--- src/rtl/ffpa_pkg.sv ---
package ffpa_pkg;
    localparam int MemUnits = 128;
    localparam int MaxParts = 128;
    localparam int JobBits  = 8;
    localparam int IdxW     = $clog2(MaxParts);
    localparam int CntW     = $clog2(MaxParts + 1);
    localparam int AddrW    = $clog2(MemUnits);
    localparam int LenW     = $clog2(MemUnits + 1);

    localparam logic [2:0] ST_OK      = 3'd0;
    localparam logic [2:0] ST_NOFIT   = 3'd1;
    localparam logic [2:0] ST_EXISTS  = 3'd2;
    localparam logic [2:0] ST_UNKNOWN = 3'd3;
    localparam logic [2:0] ST_BADSIZE = 3'd4;

    localparam logic OP_ALLOC   = 1'b0;
    localparam logic OP_RELEASE = 1'b1;

    typedef struct packed {
        logic [AddrW-1:0]   start;
        logic [LenW-1:0]    len;
        logic               used;
        logic [JobBits-1:0] owner;
    } t_entry;
endpackage

--- src/rtl/first_fit_partition_allocator_unit.sv ---
// First-fit partition allocator. The partition table lives in a one-write,
// one-read memory walked by a small sequencer, one entry at a time; each read
// sets the address, then takes the registered data. A request first scans for
// the owning job. An allocate then scans for the first fit and, on a split,
// moves the tail up by one entry. A release reads its neighbors, writes the
// freed entry and closes one gap per merged neighbor, with one more write for
// the left merge. Ready is high only while idle; the result sits in an output
// register, so a new request is taken while it waits, and a finished request
// holds in its last state until the previous result is taken.
module first_fit_partition_allocator_unit import ffpa_pkg::*; (
    input  logic       i_clk,
    input  logic       i_rst_n,
    input  logic       i_valid,
    output logic       o_ready,
    input  logic       i_op,
    input  logic [7:0] i_job_number,
    input  logic [7:0] i_request_size,
    output logic       o_valid,
    input  logic       i_ready,
    output logic [2:0] o_status,
    output logic [6:0] o_start_address,
    output logic [7:0] o_part_size
);
    localparam logic [3:0] S_IDLE  = 4'd0;
    localparam logic [3:0] S_INIT  = 4'd1;
    localparam logic [3:0] S_JRD   = 4'd2;
    localparam logic [3:0] S_JCHK  = 4'd3;
    localparam logic [3:0] S_FRD   = 4'd4;
    localparam logic [3:0] S_FCHK  = 4'd5;
    localparam logic [3:0] S_SHRD  = 4'd6;
    localparam logic [3:0] S_SHWR  = 4'd7;
    localparam logic [3:0] S_RCHK  = 4'd8;
    localparam logic [3:0] S_LCHK  = 4'd9;
    localparam logic [3:0] S_MRG   = 4'd10;
    localparam logic [3:0] S_LMRG  = 4'd11;
    localparam logic [3:0] S_DNRD  = 4'd12;
    localparam logic [3:0] S_DNWR  = 4'd13;
    localparam logic [3:0] S_OUT   = 4'd14;

    logic [3:0]         r_state, n_state;
    logic [CntW-1:0]    r_count, n_count;
    logic [CntW-1:0]    r_i, n_i;
    logic [IdxW-1:0]    r_k, n_k;
    logic               r_op, n_op;
    logic [JobBits-1:0] r_job, n_job;
    logic [LenW-1:0]    r_size, n_size;
    logic [2:0]         r_st, n_st;
    logic [AddrW-1:0]   r_addr, n_addr;
    logic [LenW-1:0]    r_len, n_len;
    t_entry             r_hold, n_hold;   // entry being freed / rest of split
    t_entry             r_left, n_left;
    logic               r_rfree, n_rfree;
    logic               r_lfree, n_lfree;
    logic               r_ovalid, n_ovalid;
    logic [2:0]         r_ost, n_ost;
    logic [AddrW-1:0]   r_oaddr, n_oaddr;
    logic [LenW-1:0]    r_olen, n_olen;

    logic               we;
    logic [IdxW-1:0]    waddr, raddr;
    t_entry             wdata, rdata;

    ffpa_table u_table (
        .i_clk  (i_clk),
        .i_we   (we),
        .i_waddr(waddr),
        .i_wdata(wdata),
        .i_raddr(raddr),
        .o_rdata(rdata)
    );

    always_comb begin
        n_state = r_state; n_count = r_count; n_i = r_i; n_k = r_k;
        n_op = r_op; n_job = r_job; n_size = r_size; n_st = r_st;
        n_addr = r_addr; n_len = r_len; n_hold = r_hold; n_left = r_left;
        n_rfree = r_rfree; n_lfree = r_lfree; n_ovalid = r_ovalid;
        n_ost = r_ost; n_oaddr = r_oaddr; n_olen = r_olen;
        we = 1'b0; waddr = r_i[IdxW-1:0]; wdata = rdata;
        raddr = r_i[IdxW-1:0];
        if (r_ovalid && i_ready) begin
            n_ovalid = 1'b0;
        end
        unique case (r_state)
            S_INIT: begin
                we = 1'b1; waddr = '0;
                wdata = '0; wdata.len = LenW'(MemUnits);
                n_count = CntW'(1);
                n_state = S_IDLE;
            end
            S_IDLE: begin
                if (i_valid) begin
                    n_op = i_op; n_job = i_job_number[JobBits-1:0];
                    n_size = LenW'(i_request_size);
                    n_i = '0; n_state = S_JRD;
                end
            end
            S_JRD: begin
                if (r_i == r_count) begin
                    // job not found
                    if (r_op == OP_RELEASE) begin
                        n_st = ST_UNKNOWN; n_state = S_OUT;
                    end else if (r_size == '0) begin
                        n_st = ST_BADSIZE; n_state = S_OUT;
                    end else begin
                        n_i = '0; n_state = S_FRD;
                    end
                end else begin
                    n_state = S_JCHK;
                end
            end
            S_JCHK: begin
                if (rdata.used && rdata.owner == r_job) begin
                    n_k = r_i[IdxW-1:0];
                    if (r_op == OP_ALLOC) begin
                        n_st = ST_EXISTS; n_state = S_OUT;
                    end else begin
                        n_st = ST_OK; n_addr = rdata.start; n_len = rdata.len;
                        n_hold = rdata; n_hold.used = 1'b0; n_hold.owner = '0;
                        n_lfree = 1'b0; n_rfree = 1'b0;
                        if (r_i + CntW'(1) < r_count) begin
                            raddr = IdxW'(r_i + CntW'(1)); n_state = S_RCHK;
                        end else if (r_i != '0) begin
                            raddr = IdxW'(r_i - CntW'(1)); n_state = S_LCHK;
                        end else begin
                            n_state = S_MRG;
                        end
                    end
                end else begin
                    n_i = r_i + CntW'(1); n_state = S_JRD;
                end
            end
            S_RCHK: begin
                if (!rdata.used) begin
                    n_rfree = 1'b1;
                    n_hold.len = r_hold.len + rdata.len;
                end
                if (r_k != '0) begin
                    raddr = r_k - IdxW'(1); n_state = S_LCHK;
                end else begin
                    n_state = S_MRG;
                end
            end
            S_LCHK: begin
                n_lfree = !rdata.used; n_left = rdata;
                n_state = S_MRG;
            end
            S_MRG: begin
                we = 1'b1; waddr = r_k; wdata = r_hold;
                if (r_rfree) begin
                    // close the gap left by the absorbed right neighbor
                    n_rfree = 1'b0;
                    n_i = CntW'(r_k) + CntW'(1); n_state = S_DNRD;
                end else if (r_lfree) begin
                    n_state = S_LMRG;
                end else begin
                    n_state = S_OUT;
                end
            end
            S_LMRG: begin
                we = 1'b1; waddr = r_k - IdxW'(1); wdata = r_left;
                wdata.len = r_left.len + r_hold.len;
                n_lfree = 1'b0;
                n_i = CntW'(r_k); n_state = S_DNRD;
            end
            S_DNRD: begin
                // move entry i+1 down to i until the end of the table
                if (r_i + CntW'(1) < r_count) begin
                    raddr = IdxW'(r_i + CntW'(1)); n_state = S_DNWR;
                end else begin
                    n_count = r_count - CntW'(1);
                    n_state = r_lfree ? S_LMRG : S_OUT;
                end
            end
            S_DNWR: begin
                we = 1'b1;
                n_i = r_i + CntW'(1); n_state = S_DNRD;
            end
            S_FRD: begin
                if (r_i == r_count) begin
                    n_st = ST_NOFIT; n_state = S_OUT;
                end else begin
                    n_state = S_FCHK;
                end
            end
            S_FCHK: begin
                if (!rdata.used && rdata.len == r_size) begin
                    n_st = ST_OK; n_addr = rdata.start; n_len = r_size;
                    we = 1'b1; wdata = rdata;
                    wdata.used = 1'b1; wdata.owner = r_job;
                    n_state = S_OUT;
                end else if (!rdata.used && rdata.len > r_size &&
                             r_count < CntW'(MaxParts)) begin
                    n_st = ST_OK; n_addr = rdata.start; n_len = r_size;
                    n_k = r_i[IdxW-1:0];
                    we = 1'b1; wdata = rdata;
                    wdata.used = 1'b1; wdata.owner = r_job; wdata.len = r_size;
                    n_hold = '0;
                    n_hold.start = rdata.start + r_size[AddrW-1:0];
                    n_hold.len = rdata.len - r_size;
                    n_i = r_count; n_state = S_SHRD;
                end else begin
                    n_i = r_i + CntW'(1); n_state = S_FRD;
                end
            end
            S_SHRD: begin
                // move entry i-1 to i until the slot after k is open
                if (r_i == CntW'(r_k) + CntW'(1)) begin
                    we = 1'b1; wdata = r_hold;
                    n_count = r_count + CntW'(1);
                    n_state = S_OUT;
                end else begin
                    raddr = IdxW'(r_i - CntW'(1));
                    n_state = S_SHWR;
                end
            end
            S_SHWR: begin
                we = 1'b1;
                n_i = r_i - CntW'(1); n_state = S_SHRD;
            end
            S_OUT: begin
                if (!r_ovalid || i_ready) begin
                    n_ovalid = 1'b1;
                    n_ost = r_st;
                    n_oaddr = (r_st == ST_OK) ? r_addr : '0;
                    n_olen = (r_st == ST_OK) ? r_len : '0;
                    n_state = S_IDLE;
                end
            end
            default: n_state = S_IDLE;
        endcase
    end

    always_ff @(posedge i_clk) begin
        if (!i_rst_n) begin
            r_state <= S_INIT; r_count <= '0; r_ovalid <= 1'b0;
            r_i <= '0; r_k <= '0; r_rfree <= 1'b0; r_lfree <= 1'b0;
        end else begin
            r_state <= n_state; r_count <= n_count; r_ovalid <= n_ovalid;
            r_i <= n_i; r_k <= n_k; r_rfree <= n_rfree; r_lfree <= n_lfree;
        end
        r_op <= n_op; r_job <= n_job; r_size <= n_size; r_st <= n_st;
        r_addr <= n_addr; r_len <= n_len; r_hold <= n_hold; r_left <= n_left;
        r_ost <= n_ost; r_oaddr <= n_oaddr; r_olen <= n_olen;
    end

    assign o_ready         = (r_state == S_IDLE);
    assign o_valid         = r_ovalid;
    assign o_status        = r_ost;
    assign o_start_address = r_oaddr;
    assign o_part_size     = r_olen;
endmodule

--- src/rtl/ffpa_table.sv ---
module ffpa_table import ffpa_pkg::*; (
    input  logic             i_clk,
    input  logic             i_we,
    input  logic [IdxW-1:0]  i_waddr,
    input  t_entry           i_wdata,
    input  logic [IdxW-1:0]  i_raddr,
    output t_entry           o_rdata
);
    t_entry r_mem [MaxParts];

    always_ff @(posedge i_clk) begin
        if (i_we) begin
            r_mem[i_waddr] <= i_wdata;
        end
        o_rdata <= r_mem[i_raddr];
    end
endmodule

--- config.mk ---
export PLATFORM = sky130hd
export DESIGN_NAME = first_fit_partition_allocator_unit
export DESIGN_NICKNAME = d
export VERILOG_FILES = /design/src/rtl/ffpa_pkg.sv /design/src/rtl/first_fit_partition_allocator_unit.sv /design/src/rtl/ffpa_table.sv
export SDC_FILE = /design/constraint.sdc
export NUM_CORES = 2
export LEC_CHECK = 0
export BUFFER_PORTS_ARGS = -buffer_cell sky130_fd_sc_hd__buf_4
export CAP_MARGIN = 40
export CORE_ASPECT_RATIO = 0.75
export CORE_MARGIN = 2
export CORE_UTILIZATION = 26
export DETAILED_ROUTE_END_ITERATION = 12
export PLACE_DENSITY_LB_ADDON = 0.25
export SETUP_SLACK_MARGIN = 0.2
export SKIP_LAST_GASP = 1
export SLEW_MARGIN = 30
export SYNTH_ARGS = -nofsm -noshare
export SYNTH_HDL_FRONTEND = slang
export SYNTH_SLANG_ARGS = --single-unit
--- constraint.sdc ---
create_clock -name i_clk -period 9.7 [get_ports i_clk]
set_input_delay 0.485 -clock i_clk [delete_from_list [all_inputs] [get_ports i_clk]]
set_output_delay 0.485 -clock i_clk [all_outputs]
set_load 0.05 [all_outputs]
==> flow_summary.html <==
<table>
<tr><th>Metric</th><th>Value</th></tr>
<tr><th colspan="2">Synthesis</th></tr>
<tr><td>Net count after synthesis</td><td>9221</td></tr>
<tr><td>Number of flops mapped to enable cells by yosys</td><td>3164</td></tr>
<tr><td>Biggest area contributors in the synthesized netlist</td><td>edfxtp_1 (73%), nand2_1 (4.9%), mux2i_1 (2.7%), a21oi_1 (1.9%), nand3_1 (1.8%)</td></tr>
<tr><td>Synth warnings</td><td>0</td></tr>
<tr><td>Yosys reg bits</td><td>about 3200</td></tr>
<tr><td>Post-synthesis area per instance</td><td>about 14 sq um</td></tr>
<tr><td>Top cell type's share of synthesized area</td><td>0.728</td></tr>
<tr><td>Post-Synthesis Cells</td><td>9148</td></tr>
<tr><td>Post-synthesis instance area</td><td>131000 sq um</td></tr>
<tr><td>Share of synthesized registers carrying an async set or reset</td><td>0</td></tr>
<tr><td>Sequential element share of the synthesized area</td><td>0.736</td></tr>
<tr><td>Number of distinct library cells after synthesis</td><td>95</td></tr>
<tr><td>Cell taking the most area after synthesis</td><td>edfxtp_1</td></tr>
<tr><td>Most common flop cell mapped by yosys</td><td>edfxtp_1</td></tr>
<tr><th colspan="2">Finish</th></tr>
<tr><td>Layout Area Growth over Synthesis</td><td>17.5%</td></tr>
<tr><td>NumNets Final</td><td>9516</td></tr>
<tr><td>Layout cells sized above 1</td><td>0.142</td></tr>
<tr><td>Share of the core filled with cells in the final layout</td><td>0.306</td></tr>
<tr><td>Final non-filler cell area</td><td>153000 sq um</td></tr>
<tr><th colspan="2">Drt</th></tr>
<tr><td>Vias per cell</td><td>5.38</td></tr>
<tr><td>Antenna-violating nets left</td><td>0</td></tr>
<tr><td>1st-pass router iterations</td><td>6</td></tr>
<tr><td>Count of unresolved DRC violations after routing</td><td>0</td></tr>
<tr><td>Routed wire length per instance</td><td>32.1 um</td></tr>
<tr><td>Iteration-0 DRC count of the detailed router</td><td>14800</td></tr>
<tr><td>Via count</td><td>between 80000 and 90000</td></tr>
<tr><td>Detailed Route WL</td><td>527 mm</td></tr>
<tr><th colspan="2">Worst setup path</th></tr>
<tr><td>Category of the critical setup timing path</td><td>reg2reg</td></tr>
<tr><td>Largest fanout of any net on the critical path</td><td>54</td></tr>
<tr><td>Critical path startpoint category</td><td>flip-flop</td></tr>
<tr><td>FF-to-FF path depth</td><td>18</td></tr>
<tr><td>Critical Path Start</td><td>r_i[3]</td></tr>
<tr><td>Crit Reg-Reg Endpoint</td><td>u_table.o_rdata[13]</td></tr>
<tr><td>Critical Path End Type</td><td>flip-flop</td></tr>
<tr><td>Crit path DAT</td><td>8.52 ns</td></tr>
<tr><td>Flop-to-flop setup slack</td><td>~2 ns</td></tr>
<tr><td>Required time of the critical path</td><td>10.52 ns</td></tr>
<tr><td>Worst flop-to-flop path startpoint</td><td>r_i[3]</td></tr>
<tr><td>Capture point of the critical path</td><td>u_table.o_rdata[13]</td></tr>
<tr><th colspan="2">Clocking</th></tr>
<tr><td>Post-cts gate resize count</td><td>0</td></tr>
<tr><td>Number of buffers inserted by hold repair at cts</td><td>18</td></tr>
<tr><td>Max clock buf depth</td><td>4</td></tr>
<tr><td>Clock sink count</td><td>roughly 3200</td></tr>
<tr><td>Buffers inserted by post-CTS timing repair</td><td>0</td></tr>
<tr><td>Clock latency of the later-clocked register in the worst-skew pair</td><td>0.94 ns</td></tr>
<tr><td>TritonCTS clock tree</td><td>done</td></tr>
<tr><td>Clock-pin transition on the worst setup and hold timing paths</td><td>0.06 ns</td></tr>
<tr><td>Total clock buffers created by CTS</td><td>320</td></tr>
<tr><td>CTS H-tree lvls</td><td>5</td></tr>
<tr><td>Clk root buf</td><td>clkbuf_16</td></tr>
<tr><th colspan="2">Power</th></tr>
<tr><td>Total power</td><td>33.0 mW</td></tr>
<tr><td>Leakage power total</td><td>50.9 nW</td></tr>
<tr><td>P per Cell Area</td><td>between 200 and 250 nW/um^2</td></tr>
<tr><td>Maximum VDD drop</td><td>0.124 mV</td></tr>
<tr><th colspan="2">Run</th></tr>
<tr><td>Total of max-cap violations</td><td>0</td></tr>
<tr><th colspan="2">Placement</th></tr>
<tr><td>Post-DP Area</td><td>approximately 140000 sq um</td></tr>
<tr><td>DP Worst Slack</td><td>2.30 ns</td></tr>
<tr><td>Final weighted congestion in routability-driven placement</td><td>~0.89</td></tr>
<tr><td>Number of buffer cells added on primary ports</td><td>40</td></tr>
<tr><td>Detailed Place HPWL</td><td>322 mm</td></tr>
<tr><th colspan="2">Timing</th></tr>
<tr><td>Worst max-slew margin expressed relative to the limit</td><td>0.328</td></tr>
<tr><td>Number of setup violations in the final report</td><td>0</td></tr>
<tr><td>Share of the clock period used by the worst path</td><td>0.794</td></tr>
<tr><td>Setup TNS</td><td>0 ns</td></tr>
<tr><td>Unrepaired setup endpoints after global routing</td><td>false</td></tr>
<tr><td>Worst Setup Slack, final</td><td>around 2 ns</td></tr>
<tr><td>Final number of max-transition violations</td><td>0</td></tr>
<tr><td>Worst Max-Slew Pin Slew</td><td>1.01 ns</td></tr>
<tr><td>Achievable Freq</td><td>0.130 GHz</td></tr>
<tr><td>Crit path time final</td><td>7.71 ns</td></tr>
<tr><td>Final hold violation count</td><td>0</td></tr>
<tr><td>Maximum clock skew at final layout</td><td>0.0647 ns</td></tr>
<tr><th colspan="2">GRT</th></tr>
<tr><td>All-layer global routing usage</td><td>0.199</td></tr>
<tr><td>Number of antenna violations at the first check in global routing</td><td>49</td></tr>
<tr><td>Global-route wire length before repair</td><td>711 mm</td></tr>
<tr><td>Vias in the first global route</td><td>81600</td></tr>
<tr><td>Maximum number of pins on one net before global-route repair</td><td>between 100 and 150</td></tr>
<tr><td>Overall overflow remaining after global route</td><td>0</td></tr>
<tr><th colspan="2">Die</th></tr>
<tr><td>Floorplan row count</td><td>225</td></tr>
<tr><td>Floorplan die width</td><td>822 um</td></tr>
<tr><td>Die area</td><td>between 500000 and 600000 sq um</td></tr>
<tr><td>Die height</td><td>between 600 and 700 um</td></tr>
<tr><td>Number of I/O pins</td><td>41</td></tr>
<tr><td>Core region area</td><td>501000 sq um</td></tr>
<tr><td>Effective utilization at floorplan</td><td>0.261</td></tr>
<tr><th colspan="2">Hold path</th></tr>
<tr><td>HP Class</td><td>in2reg</td></tr>
<tr><th colspan="2">Status</th></tr>
<tr><td>Run status</td><td>finished clean</td></tr>
</table>
-- per-layer routing --
| layer | vias up | routed length [um] | GRT usage |
|---|---|---|---|
| li1 | 35800 | - | - |
| met1 | 46200 | 228000 | 0.293 |
| met2 | 5440 | 218000 | 0.283 |
| met3 | 731 | 65500 | 0.0576 |
| met4 | 6 | 15200 | 0.0529 |
| met5 | - | 46 | 0 |
-- worst max-delay path, cell delays in order, from the launching register on --
cell      delay, ns
dfxtp_1        0.81
and3_1         0.29
and3_1         0.24
nand3_1        0.13
xnor2_1        0.21
ha_1           0.35
nand4_1        0.16
a21o_1         0.26
nand2_1        0.32
o21ai_0        0.27
a2111o_1       0.69
buf_4          0.35
nor2_4         0.52
buf_16         0.25
buf_12         0.38
nand3_1        0.41
o221ai_1       0.78
o21ai_0        0.61
nor4_1         0.40
-- worst min path at each step --
stage	from	to	slack, ns	cells after the start
detailed placement	r_len[2]	o_part_size[2]	0.51	1
global placement	r_addr[2]	o_start_address[2]	0.52	1
finish	i_valid	r_job[1]	0.10	2
floorplan	r_st[2]	o_status[2]	0.43	0
CTS	i_ready	r_state[1]	0.20	4
global route	i_valid	r_job[1]	0.1	2
-- report_power, final --
group / switching, mW / internal (mW) / leakage (nW)
sequential: 0.161 / 16.3 / 29.3
clock: 5.59 / 7.05 / 4.97
combinational: 3.00 / 0.891 / 16.6
total: 8.76 / 24.3 / 50.9
-- kinds of logic (layout without fill, tap and decap cells) --
logic type	Yosys count	after routing	share of synthesized area
compound gates	1687	1687	0.0873
mux	468	468	0.0446
xor+xnor	79	79	0.00530
other cells	0	10	0
buf+inv	677	1217	0.0227
fa+ha+maj	52	52	0.00527
flops	3218	3218	0.736
simple gates	2967	2967	0.0991
-- cell usage after synthesis, types with 21 or more instances --
cell type / n
edfxtp_1: 3164
nand2_1: 1696
a21oi_1: 491
nand3_1: 462
mux2i_1: 358
nor2_1: 303
clkbuf_1: 268
buf_2: 247
and3_1: 234
o21ai_0: 199
a31oi_1: 146
a221oi_1: 121
nor3_1: 109
a211oi_1: 103
mux4_2: 89
a2111oi_0: 86
o22ai_1: 84
buf_1: 69
inv_1: 62
a22oi_1: 60
dfxtp_1: 54
o221ai_1: 50
xnor2_1: 49
ha_1: 47
nor4_1: 46
a32oi_1: 41
xor2_1: 30
o211ai_1: 29
buf_4: 27
and2_1: 24
a21o_1: 23
a311oi_1: 23
a222oi_1: 22
mux2_2: 21
-- cell usage in the layout (no fill, tap or decap), types with 47 or more instances in the layout --
cell type	netlist	layout
mux2i_1	358	358
edfxtp_1	3164	3164
clkbuf_16	0	324
a21oi_1	491	485
a22oi_1	60	59
and3_1	234	234
nand3_1	462	453
xnor2_1	49	49
mux4_2	89	89
a31oi_1	146	144
clkinv_1	0	65
a211oi_1	103	99
nor2_2	1	105
clkbuf_1	268	60
o22ai_1	84	80
nand2_1	1696	1685
dfxtp_1	54	54
a2111oi_0	86	82
clkinv_2	0	49
buf_12	0	52
nor2_1	303	160
o221ai_1	50	50
inv_1	62	47
ha_1	47	47
o21ai_0	199	190
buf_4	27	451
a221oi_1	121	120
nor3_1	109	107
-- metrics by stage --
step | cells | hold slack (ns)
2_1_floorplan | 9148 | 0.427
3_3_place_gp | 15700 | 0.515
3_5_place_dp | 15800 | 0.507
4_1_cts | 16400 | 0.203
5_1_grt | 16400 | 0.0961
6_report | 16400 | 0.103
-- state kept, by name, summed over array words and instances, names as in the netlist, 8 cells and up --
register	cells
u_table.r_mem	3072
r_left	24
u_table.o_rdata	24
r_hold	15
o_part_size	8
r_count	8
r_i	8
r_job	8
r_len	8
r_size	8
-- layout make-up --
class | count | area [sq um]
fill | 49700 | 347000
clock buffer | 386 | 8360
multi-input combinational | 5253 | 32700
antenna | 10 | 25.0
inverter | 63 | 277
tap | 6696 | 8380
clock inverter | 181 | 1870
timing repair buffer | 587 | 5720
sequential | 3218 | 96100
No activity file was read; power rests on OpenSTA's default activity.
